$ cat src/rtl/rmm_pkg.sv
// ----------------------------------------------------------------------------
// rmm_pkg - shared types and constants for the ring modulator
// Holds the register map, waveform codes, datapath widths and the
// quarter-wave sine table that is built at elaboration.
// ----------------------------------------------------------------------------
package rmm_pkg;

	// Datapath widths
	localparam int SAMPLE_W = 16;                 // audio sample, Q1.15
	localparam int MOD_W    = 17;                 // modulator, -1.0 .. +1.0 inclusive
	localparam int OP_W     = 18;                 // multiplier operand
	localparam int ACC_W    = 2 * OP_W;           // product / accumulator
	localparam int FRAC_W   = 15;                 // Q15 fraction bits
	localparam int WET_W    = 16;                 // wet_mix register
	localparam int INC_W    = 32;                 // phase_increment register
	localparam int CFG_IDX_W  = 2;
	localparam int CFG_DATA_W = 32;

	// Q15 unity as a modulator or mix weight
	localparam int Q15_ONE = 32768;

	// Register indexes
	localparam logic [CFG_IDX_W-1:0] REG_PHASE_INC = 2'd0;
	localparam logic [CFG_IDX_W-1:0] REG_WAVEFORM  = 2'd1;
	localparam logic [CFG_IDX_W-1:0] REG_WET_MIX   = 2'd2;

	// Register reset values
	localparam logic [INC_W-1:0] PHASE_INC_RST = 32'd44739243;
	localparam logic [WET_W-1:0] WET_MIX_RST   = 16'd26214;

	// Modulator shapes
	typedef enum logic [1:0] {
		WAVE_SINE     = 2'd0,
		WAVE_SAW      = 2'd1,
		WAVE_SQUARE   = 2'd2,
		WAVE_TRIANGLE = 2'd3
	} wave_t;

	// Sequencer states
	typedef enum logic [2:0] {
		S_IDLE,
		S_MUL_XM,
		S_MUL_DRY,
		S_MUL_WET,
		S_FINISH
	} state_t;

	// Control of the shared multiply-accumulate unit
	typedef struct packed {
		logic en;     // update the accumulator this cycle
		logic clear;  // start from zero instead of the held sum
	} mac_ctrl_t;

	// Quarter-wave sine table: TAB_N+1 entries of SINE_W bits
	localparam int TAB_BITS   = 8;
	localparam int TAB_N      = 1 << TAB_BITS;
	localparam int SINE_W     = 15;
	localparam int SINE_ROM_W = (TAB_N + 1) * SINE_W;

	localparam longint Q30_ONE     = 64'sd1073741824;
	localparam longint HALF_PI_Q30 = 64'sd1686629713;

	// Entry k is round(32767*sin(pi*k/(2N))) from a Q30 Taylor series
	function automatic logic [SINE_ROM_W-1:0] build_sine_rom();
		logic [SINE_ROM_W-1:0] rom;
		longint x;
		longint x2;
		longint term;
		longint sum;
		longint v;
		rom = '0;
		for (int k = 0; k <= TAB_N; k++) begin
			x    = longint'(k) * HALF_PI_Q30 / TAB_N;
			x2   = x * x / Q30_ONE;
			term = x;
			sum  = x;
			term = -(term * x2 / Q30_ONE) / 6;   sum = sum + term;
			term = -(term * x2 / Q30_ONE) / 20;  sum = sum + term;
			term = -(term * x2 / Q30_ONE) / 42;  sum = sum + term;
			term = -(term * x2 / Q30_ONE) / 72;  sum = sum + term;
			term = -(term * x2 / Q30_ONE) / 110; sum = sum + term;
			term = -(term * x2 / Q30_ONE) / 156; sum = sum + term;
			term = -(term * x2 / Q30_ONE) / 210; sum = sum + term;
			term = -(term * x2 / Q30_ONE) / 272; sum = sum + term;
			if (sum < 0) begin
				sum = 0;
			end
			v = (sum * 32767 + Q30_ONE / 2) / Q30_ONE;
			if (v > 32767) begin
				v = 32767;
			end
			rom[k*SINE_W +: SINE_W] = v[SINE_W-1:0];
		end
		return rom;
	endfunction

	localparam logic [SINE_ROM_W-1:0] SINE_ROM = build_sine_rom();

endpackage

$ cat src/rtl/rmm_if.sv
// ----------------------------------------------------------------------------
// rmm_if - channel interfaces of the ring modulator
// Sample input, result output and configuration write channels, each with
// valid/ready and a source and a sink modport.
// ----------------------------------------------------------------------------
interface rmm_in_if;
	logic                               valid;
	logic                               ready;
	logic signed [rmm_pkg::SAMPLE_W-1:0] sample_in;
	logic                               restart;

	modport source (output valid, output sample_in, output restart, input ready);
	modport sink   (input valid, input sample_in, input restart, output ready);
endinterface

interface rmm_out_if;
	logic                               valid;
	logic                               ready;
	logic signed [rmm_pkg::SAMPLE_W-1:0] sample_out;

	modport source (output valid, output sample_out, input ready);
	modport sink   (input valid, input sample_out, output ready);
endinterface

interface rmm_cfg_if;
	logic                              valid;
	logic                              ready;
	logic [rmm_pkg::CFG_IDX_W-1:0]     index;
	logic [rmm_pkg::CFG_DATA_W-1:0]    data;

	modport source (output valid, output index, output data, input ready);
	modport sink   (input valid, input index, input data, output ready);
endinterface

$ cat src/rtl/rmm_wavegen.sv
// ----------------------------------------------------------------------------
// rmm_wavegen - modulator shape generator
// Maps a phase word to a sine, saw, square or triangle value in signed Q15,
// where +32768 stands for exactly +1.
// ----------------------------------------------------------------------------
module rmm_wavegen #(
	parameter int PHASE_BITS = 32
) (
	input  logic [PHASE_BITS-1:0]              phase,
	input  rmm_pkg::wave_t                     waveform,
	output logic signed [rmm_pkg::MOD_W-1:0]   modulator
);
	import rmm_pkg::*;

	localparam logic signed [MOD_W-1:0] MOD_POS_ONE = MOD_W'(Q15_ONE);
	localparam logic signed [MOD_W-1:0] MOD_NEG_ONE = -MOD_W'(Q15_ONE);

	logic [1:0]                quad;
	logic [TAB_BITS-1:0]       idx;
	logic [TAB_BITS:0]         sel;
	logic [SINE_W-1:0]         tab_val;
	logic signed [MOD_W-1:0]   sine_v;
	logic signed [MOD_W-1:0]   saw_v;
	logic [MOD_W-1:0]          saw_abs;
	logic signed [MOD_W:0]     tri_wide;
	logic signed [MOD_W-1:0]   square_v;

	// Sine: fold the quarter-wave table by quadrant
	always_comb begin
		quad    = phase[PHASE_BITS-1 -: 2];
		idx     = phase[PHASE_BITS-3 -: TAB_BITS];
		sel     = quad[0] ? ((TAB_BITS+1)'(TAB_N) - {1'b0, idx}) : {1'b0, idx};
		tab_val = SINE_ROM[sel*SINE_W +: SINE_W];
		sine_v  = quad[1] ? -$signed({2'b00, tab_val}) : $signed({2'b00, tab_val});
	end

	// Saw, triangle and square from the top of the phase
	always_comb begin
		saw_v    = $signed({phase[PHASE_BITS-1], phase[PHASE_BITS-1 -: SAMPLE_W]});
		saw_abs  = saw_v[MOD_W-1] ? MOD_W'(-saw_v) : MOD_W'(saw_v);
		tri_wide = $signed({saw_abs, 1'b0}) - (MOD_W+1)'(Q15_ONE);
		// exactly one half counts as the low half
		square_v = (phase[PHASE_BITS-1] && (|phase[PHASE_BITS-2:0])) ? MOD_POS_ONE
		                                                               : MOD_NEG_ONE;
	end

	// Select the configured shape
	always_comb begin
		unique case (waveform)
			WAVE_SINE:     modulator = sine_v;
			WAVE_SAW:      modulator = saw_v;
			WAVE_SQUARE:   modulator = square_v;
			WAVE_TRIANGLE: modulator = tri_wide[MOD_W-1:0];
			default:       modulator = '0;
		endcase
	end

endmodule

$ cat src/rtl/rmm_mac.sv
// ----------------------------------------------------------------------------
// rmm_mac - shared multiply-accumulate unit
// One signed 18x18 multiplier feeding a registered accumulator; the
// sequencer clears or accumulates one product per cycle while ctrl.en is set.
// ----------------------------------------------------------------------------
module rmm_mac (
	input  logic                               clk,
	input  logic                               arst_n,
	input  rmm_pkg::mac_ctrl_t                 ctrl,
	input  logic signed [rmm_pkg::OP_W-1:0]    op_a,
	input  logic signed [rmm_pkg::OP_W-1:0]    op_b,
	output logic signed [rmm_pkg::ACC_W-1:0]   acc
);
	import rmm_pkg::*;

	logic signed [ACC_W-1:0] acc_q;
	logic signed [ACC_W-1:0] product;
	logic signed [ACC_W-1:0] base;

	// Form the product and the running base
	always_comb begin
		product = op_a * op_b;
		base    = ctrl.clear ? '0 : acc_q;
	end

	// Update the accumulator
	always_ff @(posedge clk or negedge arst_n) begin
		if (!arst_n) begin
			acc_q <= '0;
		end else if (ctrl.en) begin
			acc_q <= base + product;
		end
	end

	assign acc = acc_q;

endmodule

$ cat src/rtl/ring_modulator_multiwave.sv
// ----------------------------------------------------------------------------
// ring_modulator_multiwave - ring modulator with LFO and dry/wet mix
// Multiplies each sample by a sine, saw, square or triangle modulator and
// mixes the result with the dry sample by a Q15 wet fraction.
// ----------------------------------------------------------------------------
//
//  channel     role    payload                    transfer when
//  ----------  ------  -------------------------  --------------------------
//  sample_ch   sink    sample_in[15:0], restart   valid && ready
//  result_ch   source  sample_out[15:0]           valid && ready
//  cfg_ch      sink    index[1:0], data[31:0]     valid && ready (always ready)
//
//  A transferred sample makes three passes through the one shared 18x18
//  multiply-accumulate unit, then a finish step loads the result.
//  sample_ch is ready again the cycle after the result is loaded, so a new
//  sample cannot transfer before the last one is through.
//  A result stalled by result_ch waits in the output register; the finish
//  step holds until that register is free. No clearing pass after reset.
//
module ring_modulator_multiwave #(
	parameter int PHASE_BITS = 32
) (
	input  logic             clk,
	input  logic             arst_n,
	rmm_in_if.sink           sample_ch,
	rmm_out_if.source        result_ch,
	rmm_cfg_if.sink          cfg_ch
);
	import rmm_pkg::*;

	localparam logic signed [SAMPLE_W-1:0] SAMPLE_MAX = {1'b0, {(SAMPLE_W-1){1'b1}}};
	localparam logic signed [SAMPLE_W-1:0] SAMPLE_MIN = {1'b1, {(SAMPLE_W-1){1'b0}}};
	localparam int Y_W = ACC_W - FRAC_W;

	// Configuration registers
	logic [INC_W-1:0]  phase_inc_q;
	wave_t             waveform_q;
	logic [WET_W-1:0]  wet_mix_q;

	// Working registers
	state_t                     state_q, state_d;
	logic [PHASE_BITS-1:0]      phase_acc_q;
	logic signed [SAMPLE_W-1:0] x_q;
	logic signed [MOD_W-1:0]    m_q;
	logic signed [MOD_W-1:0]    wet_q;
	logic                       out_valid_q;
	logic signed [SAMPLE_W-1:0] out_data_q;

	logic                       in_xfer;
	logic                       load_out;
	logic [PHASE_BITS-1:0]      phase_now;
	logic signed [MOD_W-1:0]    mod_now;
	logic [MOD_W-1:0]           w_clamped;
	logic [MOD_W-1:0]           w_dry;
	mac_ctrl_t                  mac_ctrl;
	logic signed [OP_W-1:0]     op_a;
	logic signed [OP_W-1:0]     op_b;
	logic signed [ACC_W-1:0]    acc;
	logic signed [Y_W-1:0]      y_full;
	logic signed [SAMPLE_W-1:0] y_sat;

	// Take configuration writes at any time; unknown indexes are dropped
	assign cfg_ch.ready = 1'b1;

	always_ff @(posedge clk or negedge arst_n) begin
		if (!arst_n) begin
			phase_inc_q <= PHASE_INC_RST;
			waveform_q  <= WAVE_SQUARE;
			wet_mix_q   <= WET_MIX_RST;
		end else if (cfg_ch.valid) begin
			unique case (cfg_ch.index)
				REG_PHASE_INC: phase_inc_q <= cfg_ch.data;
				REG_WAVEFORM:  waveform_q  <= wave_t'(cfg_ch.data[1:0]);
				REG_WET_MIX:   wet_mix_q   <= cfg_ch.data[WET_W-1:0];
				default:       ;
			endcase
		end
	end

	// Phase of this sample: zero on restart
	assign in_xfer   = sample_ch.valid && sample_ch.ready;
	assign phase_now = sample_ch.restart ? '0 : phase_acc_q;

	rmm_wavegen #(
		.PHASE_BITS (PHASE_BITS)
	) u_wavegen (
		.phase     (phase_now),
		.waveform  (waveform_q),
		.modulator (mod_now)
	);

	// Capture the sample and modulator, advance the phase
	always_ff @(posedge clk or negedge arst_n) begin
		if (!arst_n) begin
			phase_acc_q <= '0;
		end else if (in_xfer) begin
			phase_acc_q <= phase_now + PHASE_BITS'(phase_inc_q);
		end
	end

	always_ff @(posedge clk) begin
		if (in_xfer) begin
			x_q <= sample_ch.sample_in;
			m_q <= mod_now;
		end
		if (state_q == S_MUL_DRY) begin
			wet_q <= acc[FRAC_W +: MOD_W];
		end
	end

	// Wet weight, limited to one, and its dry complement
	always_comb begin
		w_clamped = (wet_mix_q > WET_W'(Q15_ONE)) ? MOD_W'(Q15_ONE) : {1'b0, wet_mix_q};
		w_dry     = MOD_W'(Q15_ONE) - w_clamped;
	end

	// Sequencer: next state, unit control and operand select
	always_ff @(posedge clk or negedge arst_n) begin
		if (!arst_n) begin
			state_q <= S_IDLE;
		end else begin
			state_q <= state_d;
		end
	end

	always_comb begin
		state_d          = state_q;
		sample_ch.ready  = 1'b0;
		load_out         = 1'b0;
		mac_ctrl         = '0;
		op_a             = '0;
		op_b             = '0;
		unique case (state_q)
			S_IDLE: begin
				sample_ch.ready = 1'b1;
				if (sample_ch.valid) begin
					state_d = S_MUL_XM;
				end
			end
			S_MUL_XM: begin
				mac_ctrl = '{en: 1'b1, clear: 1'b1};
				op_a     = OP_W'(x_q);
				op_b     = OP_W'(m_q);
				state_d  = S_MUL_DRY;
			end
			S_MUL_DRY: begin
				mac_ctrl = '{en: 1'b1, clear: 1'b1};
				op_a     = $signed({1'b0, w_dry});
				op_b     = OP_W'(x_q);
				state_d  = S_MUL_WET;
			end
			S_MUL_WET: begin
				mac_ctrl = '{en: 1'b1, clear: 1'b0};
				op_a     = $signed({1'b0, w_clamped});
				op_b     = OP_W'(wet_q);
				state_d  = S_FINISH;
			end
			S_FINISH: begin
				if (!out_valid_q || result_ch.ready) begin
					load_out = 1'b1;
					state_d  = S_IDLE;
				end
			end
			default: begin
				state_d = S_IDLE;
			end
		endcase
	end

	rmm_mac u_mac (
		.clk    (clk),
		.arst_n (arst_n),
		.ctrl   (mac_ctrl),
		.op_a   (op_a),
		.op_b   (op_b),
		.acc    (acc)
	);

	// Drop the fraction and saturate to the sample range
	always_comb begin
		y_full = acc[ACC_W-1:FRAC_W];
		if (y_full > Y_W'(SAMPLE_MAX)) begin
			y_sat = SAMPLE_MAX;
		end else if (y_full < Y_W'(SAMPLE_MIN)) begin
			y_sat = SAMPLE_MIN;
		end else begin
			y_sat = y_full[SAMPLE_W-1:0];
		end
	end

	// Output register: hold the result until its transfer
	always_ff @(posedge clk or negedge arst_n) begin
		if (!arst_n) begin
			out_valid_q <= 1'b0;
		end else if (load_out) begin
			out_valid_q <= 1'b1;
		end else if (result_ch.ready) begin
			out_valid_q <= 1'b0;
		end
	end

	always_ff @(posedge clk) begin
		if (load_out) begin
			out_data_q <= y_sat;
		end
	end

	assign result_ch.valid      = out_valid_q;
	assign result_ch.sample_out = out_data_q;

endmodule

$ cat src/flat_wrapper.sv
// flat-port wrapper written by rule: the top's interface ports become plain ports
module ring_modulator_multiwave_flat import rmm_pkg::*;
#(
	parameter int PHASE_BITS = 32
)
  (clk, arst_n, sample_ch_valid, sample_ch_sample_in, sample_ch_restart, sample_ch_ready, result_ch_valid, result_ch_sample_out, result_ch_ready, cfg_ch_valid, cfg_ch_index, cfg_ch_data, cfg_ch_ready);
  rmm_in_if sample_ch_i ();
  rmm_out_if result_ch_i ();
  rmm_cfg_if cfg_ch_i ();
  input  logic clk;
  input  logic arst_n;
  input wire logic [$bits(sample_ch_i.valid)-1:0] sample_ch_valid;
  input wire logic [$bits(sample_ch_i.sample_in)-1:0] sample_ch_sample_in;
  input wire logic [$bits(sample_ch_i.restart)-1:0] sample_ch_restart;
  output wire logic [$bits(sample_ch_i.ready)-1:0] sample_ch_ready;
  output wire logic [$bits(result_ch_i.valid)-1:0] result_ch_valid;
  output wire logic [$bits(result_ch_i.sample_out)-1:0] result_ch_sample_out;
  input wire logic [$bits(result_ch_i.ready)-1:0] result_ch_ready;
  input wire logic [$bits(cfg_ch_i.valid)-1:0] cfg_ch_valid;
  input wire logic [$bits(cfg_ch_i.index)-1:0] cfg_ch_index;
  input wire logic [$bits(cfg_ch_i.data)-1:0] cfg_ch_data;
  output wire logic [$bits(cfg_ch_i.ready)-1:0] cfg_ch_ready;
  assign sample_ch_i.valid = sample_ch_valid;
  assign sample_ch_i.sample_in = sample_ch_sample_in;
  assign sample_ch_i.restart = sample_ch_restart;
  assign sample_ch_ready = sample_ch_i.ready;
  assign result_ch_valid = result_ch_i.valid;
  assign result_ch_sample_out = result_ch_i.sample_out;
  assign result_ch_i.ready = result_ch_ready;
  assign cfg_ch_i.valid = cfg_ch_valid;
  assign cfg_ch_i.index = cfg_ch_index;
  assign cfg_ch_i.data = cfg_ch_data;
  assign cfg_ch_ready = cfg_ch_i.ready;
  ring_modulator_multiwave #(.PHASE_BITS(PHASE_BITS)) u_core (.clk(clk), .arst_n(arst_n), .sample_ch(sample_ch_i), .result_ch(result_ch_i), .cfg_ch(cfg_ch_i));
endmodule
$ cat config.mk
export PLATFORM = sky130hd
export DESIGN_NAME = ring_modulator_multiwave_flat
export DESIGN_NICKNAME = d
export VERILOG_FILES = /design/src/rtl/rmm_pkg.sv /design/src/rtl/rmm_if.sv /design/src/rtl/rmm_wavegen.sv /design/src/rtl/rmm_mac.sv /design/src/rtl/ring_modulator_multiwave.sv /design/src/flat_wrapper.sv
export SDC_FILE = /design/constraint.sdc
export NUM_CORES = 2
export LEC_CHECK = 0
export BUFFER_PORTS_ARGS = -buffer_cell sky130_fd_sc_hd__buf_2
export CORE_ASPECT_RATIO = 1.25
export CORE_MARGIN = 2
export CORE_UTILIZATION = 65
export DETAILED_ROUTE_END_ITERATION = 16
export HOLD_SLACK_MARGIN = 0.05
export PLACE_DENSITY = 0.79
export SYNTH_ARGS = -nofsm -noshare
export SYNTH_HDL_FRONTEND = slang
export SYNTH_SLANG_ARGS = --single-unit
$ cat constraint.sdc
create_clock -name clk -period 16.1 [get_ports clk]
set_input_delay 2.415 -clock clk [delete_from_list [all_inputs] [get_ports clk]]
set_output_delay 2.415 -clock clk [all_outputs]
set_load 0.02 [all_outputs]
### Yosys cells after proc, flatten, opt, wreduce, memory -nomap -nowiden

Index checks and enable logic that the tools add are counted.
W data, S select, Z words.

| cells by class | value |
|---|---|
| add/subtract/negate cells | 7 |
| $mul | 2 |
| $lt $le $gt $ge | 3 |
| equality and inequality tests | 11 |
| shift-type cells | 1 |
| mux-type cells | 20 |
| reduce and logical (&&, ||, !) cells | 14 |

Operators with widths:

| operator | number |
|---|---|
| $shiftx A3855 B14 Y15 const A | 1 |
| $pmux W18 S3 | 2 |
| $pmux W17 S4 | 1 |
| $mux W16 | 3 |
| $add A36 B36 Y36 | 1 |
| $mul A18 B18 Y36 | 1 |
| $mux W36 | 1 |
| $mux W17 | 2 |
| $add A32 B32 Y32 | 1 |
| $mux W32 | 1 |
| $reduce_or A31 Y1 | 1 |
| $gt A21 B16 Y1 const B | 1 |
| $lt A21 B16 Y1 const B | 1 |
| $neg A15 Y17 | 1 |
| $sub A16 B17 Y17 const A | 1 |
| $sub A17 B17 Y17 const B | 1 |
| $gt A16 B16 Y1 const B | 1 |
| $neg A16 Y16 | 1 |
| $pmux W3 S5 | 1 |
| $mul A9 B4 Y13 const B | 1 |
| $mux W9 | 1 |
| $sub A9 B8 Y9 const A | 1 |
| $reduce_and A2 Y1 | 4 |
| $eq A2 B2 Y1 const B | 3 |
| other kinds (16) | 25 |

| storage, ports and cells | value |
|---|---|
| flip-flop bits (word level) | 188 |

### Depth between registers and ports, before layout

| logic depth | value |
|---|---|
| depth after elaboration | 8 |
| depth in mapped cells | 37 |

### Cells and area by module

Synthesis repeated with hierarchy kept, for this count alone.

| second synthesis, totals | value |
|---|---|
| cell total of the unflattened synthesis | 3436 |
| area total of the unflattened synthesis | 30259.0 um^2 |

By module, submodules not included:

| module | times used | cells an instance | area an instance (um^2) | seq. area each (um^2) |
|---|---|---|---|---|
| rmm_mac | 1 | 1537 | 14795.4 | 900.9 |
| ring_modulator_multiwave | 1 | 823 | 8608.3 | 4162.7 |
| rmm_wavegen | 1 | 1076 | 6855.3 | 0.0 |

### Worst setup path after synthesis

Ideal clock, no wire load.

| timing | value |
|---|---|
| path kind | reg2reg |
| start point | register u_core.wet_mix_q[3] |
| end point | register u_core.u_mac.acc_q[33] (netlist: u_core.u_mac.acc[33]) |
| setup time | 0.110 ns |
| arrival | 8.578 ns |
| slack | 7.412 ns |
| cell stages (with the launch flop) | 36 |
| clock period less this slack | 8.688 ns |
| cells stage by stage | dfrtp_1 -> nor2_1 -> or4b_2 -> nor3b_1 -> nand4b_1 -> nand2_1 -> nand2b_1 -> nor2_1 -> a22oi_1 -> nand2_1 -> clkbuf_1 -> nand2_1 -> fa_1 -> inv_1 -> fa_1 -> inv_1 -> fa_1 -> inv_1 -> fa_1 -> fa_1 -> inv_1 -> fa_1 -> inv_1 -> ha_1 -> ha_1 -> inv_1 -> nor3_1 -> a21oi_1 -> o21a_1 -> o21a_1 -> o31ai_1 -> a41o_1 -> nand3_1 -> nand2_1 -> a211oi_1 -> o41ai_1 |

| between the ends | value |
|---|---|
| longest elaborated chain between the ends | 6 |

Ends and longest elaborated chain:

| what | RTL line | RTL |
|---|---|---|
| start: declaration | ring_modulator_multiwave.sv:38 | `logic [WET_W-1:0] wet_mix_q;` |
| start signal: assignment | ring_modulator_multiwave.sv:74 | `REG_WET_MIX: wet_mix_q <= cfg_ch.data[WET_W-1:0];` |
| $gt A16 B16 Y1 | ring_modulator_multiwave.sv:113 | `w_clamped = (wet_mix_q > WET_W'(Q15_ONE)) ? MOD_W'(Q15_ONE) : {1'b0, wet_mix_q};` |
| $mux W16 * | ring_modulator_multiwave.sv:113 |  |
| $sub A16 B17 Y17 | ring_modulator_multiwave.sv:114 | `w_dry = MOD_W'(Q15_ONE) - w_clamped;` |
| $pmux W18 S3 * | ring_modulator_multiwave.sv:133 | `unique case (state_q)` |
| $mul A18 B18 Y36 * | rmm_mac.sv:22 | `product = op_a * op_b;` |
| $add A36 B36 Y36 * | rmm_mac.sv:31 | `acc_q <= base + product;` |
| end signal: assignment | rmm_mac.sv:31 |  |
| end: declaration | rmm_mac.sv:16 | `logic signed [ACC_W-1:0] acc_q;` |

Mark *: on every way between the ends. The rest lies on a longest branch, timed or not.
A chain may end at the register's enable or synchronous reset.

### Worst setup path in the final report

Ends and elaborated chain as after synthesis.

==> results.txt <==
----------------------------------------------------
[Outcome]
  Result of the run ... finished, final reports clean

[Global route]
  Overall global routing resource usage ... 0.441
  Maximum number of pins on one net before global-route repair ... 76
  Number of antenna violations at the first check in global routing ... 1
  Global-route wire length before repair ... 153 mm
  Number of global-route vias before repair ... roughly 27k
  Total global routing overflow ... 0

[Cells and area]
  Fraction of layout cells with a size suffix above 1 ... 0.0966
  Diodes inserted ... 0
  Total area of multi-input combinational cells ... around 21000 µm²
  Number of inserted filler cells in the final layout ... 3377
  # nets final ... 3857
  Most frequent cells in the layout ... sky130_fd_sc_hd__nand2_1, sky130_fd_sc_hd__inv_1, sky130_fd_sc_hd__fa_1
  Area growth, synth to finish ... 4.54%
  Combined flip-flop and latch cell area ... 5060 µm²
  Most common cell after layout, fill and taps aside ... sky130_fd_sc_hd__nand2_1

[Drt]
  DRT antenna net count ... 0
  Iteration-0 DRC count of the detailed router ... 2813
  Drt first pass iters ... 6
  Vias ... 26.0k
  Routed length per instance ... 25.6 µm
  Total detailed-routing wirelength ... 98.3 mm
  # DRC ... 0
  Post-detailed-route via-to-cell ratio ... ~6.8

[Clock tree]
  Post-cts hold buffer count ... 0
  CTS H-Tree Depth ... 4
  Clock sink count ... ~190
  Clk Tree Root Cell ... sky130_fd_sc_hd__clkbuf_16
  Clock tree from TritonCTS ... yes
  Worst-Skew Late Latency ... 460 ps
  Maximum count of clock buffers along a single path ... 2
  Number of clock buffers inserted by TritonCTS ... 17
  PostCTS Resize Cnt ... 0
  Reg clk slew, reported paths ... 100 ps
  # Post-CTS Setup Buffers ... 0

[Yosys]
  Sequential area share after synthesis ... 0.177
  Xor/xnor cell area share of the yosys netlist ... 0.0356
  Cell Area, Synth ... around 29000 µm²
  Synthesized Nets ... 3895
  Fraction of the mapped netlist area in simple logic gates ... 0.169
  Post-synthesis cell type count ... roughly 110
  Post-synth ARST share ... 0.649
  Compound-gate portion of the synthesized area ... 0.171
  Post-synthesis adder-cell area fraction ... 0.328
  Total number of yosys warnings ... 0
  Number of enable-type register cells in the synthesized netlist ... 66
  Cell count after synthesis ... 3308
  Total of flip-flops plus latches after synthesis ... 188
  Share of synthesized area spent on multiplexers ... 0.0341
  Dominant synthesized flop cell ... sky130_fd_sc_hd__dfrtp_1
  Dominant combinational cell family by area after synthesis ... adder cells
  Avg Cell Area, Syn ... 8.64 µm²

[Place]
  Input/output buffers ... 73
  Half-perimeter wire length of the detailed placement result ... 74.9 mm
  Final weighted congestion in routability-driven placement ... 1.09

[Floorplanning]
  Die Span X ... between 150 and 200 µm
  Initial standard-cell utilization of the core ... 0.660
  Site Rows ... 85
  Number of top-level pins ... 75
  Core region area ... 43300 µm²
  Vertical die dimension ... 238 µm
  Die Footprint ... roughly 46000 µm²

[Timing]
  Final Max Slew Viols ... 0
  Final total negative setup slack ... 0 ps
  Least-Margin Pin Slew ... 1390 ps
  RSZ-0062 raised after global routing ... no
  Clk_skew ... 30.6 ps
  Tightest slew margin relative to the limit ... 0.0711
  Final-report setup violation count ... 0
  Post-route minimum period ... a little over 10000 ps
  Fmax ... just under 0.1 GHz
  Final cycle utilization of the critical path ... 0.636
  Count of final hold-check violations ... 0

[Worst setup path]
  Largest stage delay on the critical path ... between 600 and 700 ps
  Crit end category ... flop
  Library cell appearing most often on the critical path ... sky130_fd_sc_hd__fa_1
  Standard cell with the maximum stage delay on the critical path ... sky130_fd_sc_hd__or4b_2
  Worst setup path category ... reg -> reg
  CP max FO ... 18
  Data required time of the critical path ... 16420 ps
  Startpoint of the worst register-to-register path ... u_core.wet_mix_q[3]
  Worst setup path startpoint ... u_core.wet_mix_q[3]
  Category of the worst setup path launch point ... flop
  Data arrival time of the worst path ... around 11000 ps

[Worst hold path]
  Min-delay src ... u_core.u_mac.acc[7]
  Hold WC Path Type ... reg -> reg

[Flow run]
  Total of max-cap violations ... 0

----------------------------------------------------
## cells in the mapped netlist, types with 8 or more instances
cell type,n,share of area
sky130_fd_sc_hd__nand2_1,425,0.056
sky130_fd_sc_hd__inv_1,405,0.053
sky130_fd_sc_hd__fa_1,363,0.25
sky130_fd_sc_hd__nor2_1,255,0.033
sky130_fd_sc_hd__o21ai_0,181,0.032
sky130_fd_sc_hd__ha_1,168,0.074
sky130_fd_sc_hd__a21oi_1,160,0.028
sky130_fd_sc_hd__clkbuf_1,125,0.016
sky130_fd_sc_hd__dfrtp_1,99,0.087
sky130_fd_sc_hd__mux2_2,72,0.028
sky130_fd_sc_hd__nor3_1,68,0.012
sky130_fd_sc_hd__xnor2_1,68,0.021
sky130_fd_sc_hd__edfxtp_1,66,0.069
sky130_fd_sc_hd__a21o_1,55,0.014
sky130_fd_sc_hd__and2_1,51,0.011
sky130_fd_sc_hd__nand3_1,51,0.0089
sky130_fd_sc_hd__buf_2,43,0.0075
sky130_fd_sc_hd__xor2_1,42,0.013
sky130_fd_sc_hd__nor2b_1,41,0.0090
sky130_fd_sc_hd__o31ai_1,34,0.0089
sky130_fd_sc_hd__a211oi_1,32,0.0084
sky130_fd_sc_hd__nand2b_1,28,0.0061
sky130_fd_sc_hd__o211ai_1,27,0.0071
sky130_fd_sc_hd__or3_1,25,0.0055
sky130_fd_sc_hd__dfstp_2,23,0.021
sky130_fd_sc_hd__a31oi_1,21,0.0046
sky130_fd_sc_hd__o22ai_1,19,0.0042
sky130_fd_sc_hd__nor4_1,18,0.0039
sky130_fd_sc_hd__mux2i_1,14,0.0049
sky130_fd_sc_hd__o311ai_0,14,0.0043
sky130_fd_sc_hd__a22oi_1,13,0.0034
sky130_fd_sc_hd__nand4_1,13,0.0028
sky130_fd_sc_hd__o2111ai_1,13,0.0040
sky130_fd_sc_hd__o21ai_1,13,0.0023
sky130_fd_sc_hd__buf_4,12,0.0032
sky130_fd_sc_hd__o21a_1,12,0.0032
sky130_fd_sc_hd__and3_1,11,0.0024
sky130_fd_sc_hd__o221ai_1,11,0.0034
sky130_fd_sc_hd__buf_1,10,0.0013
sky130_fd_sc_hd__nor3b_1,10,0.0026
sky130_fd_sc_hd__o21bai_1,9,0.0024
sky130_fd_sc_hd__o31a_1,9,0.0028
sky130_fd_sc_hd__or2_2,8,0.0018
## worst max-delay path: cells and delay by family, from the launching register on
family | cells | cell delay, ps
DFF | 1 | 440
adders and majority gates | 8 | 3720
and+or+nand+nor | 12 | 3300
AOI/OAI and AO/OA | 8 | 2400
buffers and inverters | 4 | 250
## through the flow
step	instance area (µm²)	util	instances	hold slack [ps]	worst slack [ps]
3_5_place_dp	29300	0.677	3815	461	6110
6_report	29900	0.690	3848	478	5850
4_1_cts	29900	0.690	3847	480	6080
3_3_place_gp	29300	0.677	3815	455	6480
2_1_floorplan	28600	-	3308	438	7410
5_1_grt	29900	0.690	3848	512	5170
## metal layers
layer	GRT usage	part of all wire	up-vias
li1	-	-	11100
met4	0.317	0.086	2
met2	0.714	0.47	1814
met3	0.0896	0.10	557
met5	0	0.00012	-
met1	0.520	0.35	12500
## state kept, by name (all words and copies together), names as in the netlist
register and count:
u_core.state_q 3, u_core.wet_mix_q 16, u_core.wet_q 17, u_core.m_q 17
u_core.x_q 16, u_core.u_mac.acc 36, u_core.phase_inc_q 32, u_core.waveform_q 2
u_core.result_ch.sample_out 16, u_core.phase_acc_q 32, u_core.result_ch.valid 1
## worst paths after layout
| path | to | slack, ps | cells after the start |
|---|---|---|---|
| worst max-delay path | u_core.u_mac.acc[33] | 5850 | 32 |
| worst min-delay path | u_core.u_mac.acc[7] | 480 | 2 |
| worst max register to register | u_core.u_mac.acc[33] | 5850 | 32 |
| worst min register to register | u_core.u_mac.acc[7] | 480 | 2 |
| max in group asynchronous | u_core.state_q[2] | 12650 | 2 |
| min in group asynchronous | u_core.phase_inc_q[16] | 2090 | 1 |
## layout make-up
class	count	area share
multi-input combinational	2512	0.707
inverter	411	0.0516
tap	565	0.0237
timing repair buffer	140	0.0291
clock inverter	13	0.00494
sequential	188	0.170
clock buffer	19	0.0145
## kinds of logic after synthesis
group	count (synthesis)
compound gates	733
xor+xnor	113
fa+ha+maj	532
buf+inv	608
flops	188
mux	87
other cells	1
simple gates	1046
Power is left out: the tool's default activity adds up to more than one toggle a clock period on the data nets, which glitch-free logic cannot reach.
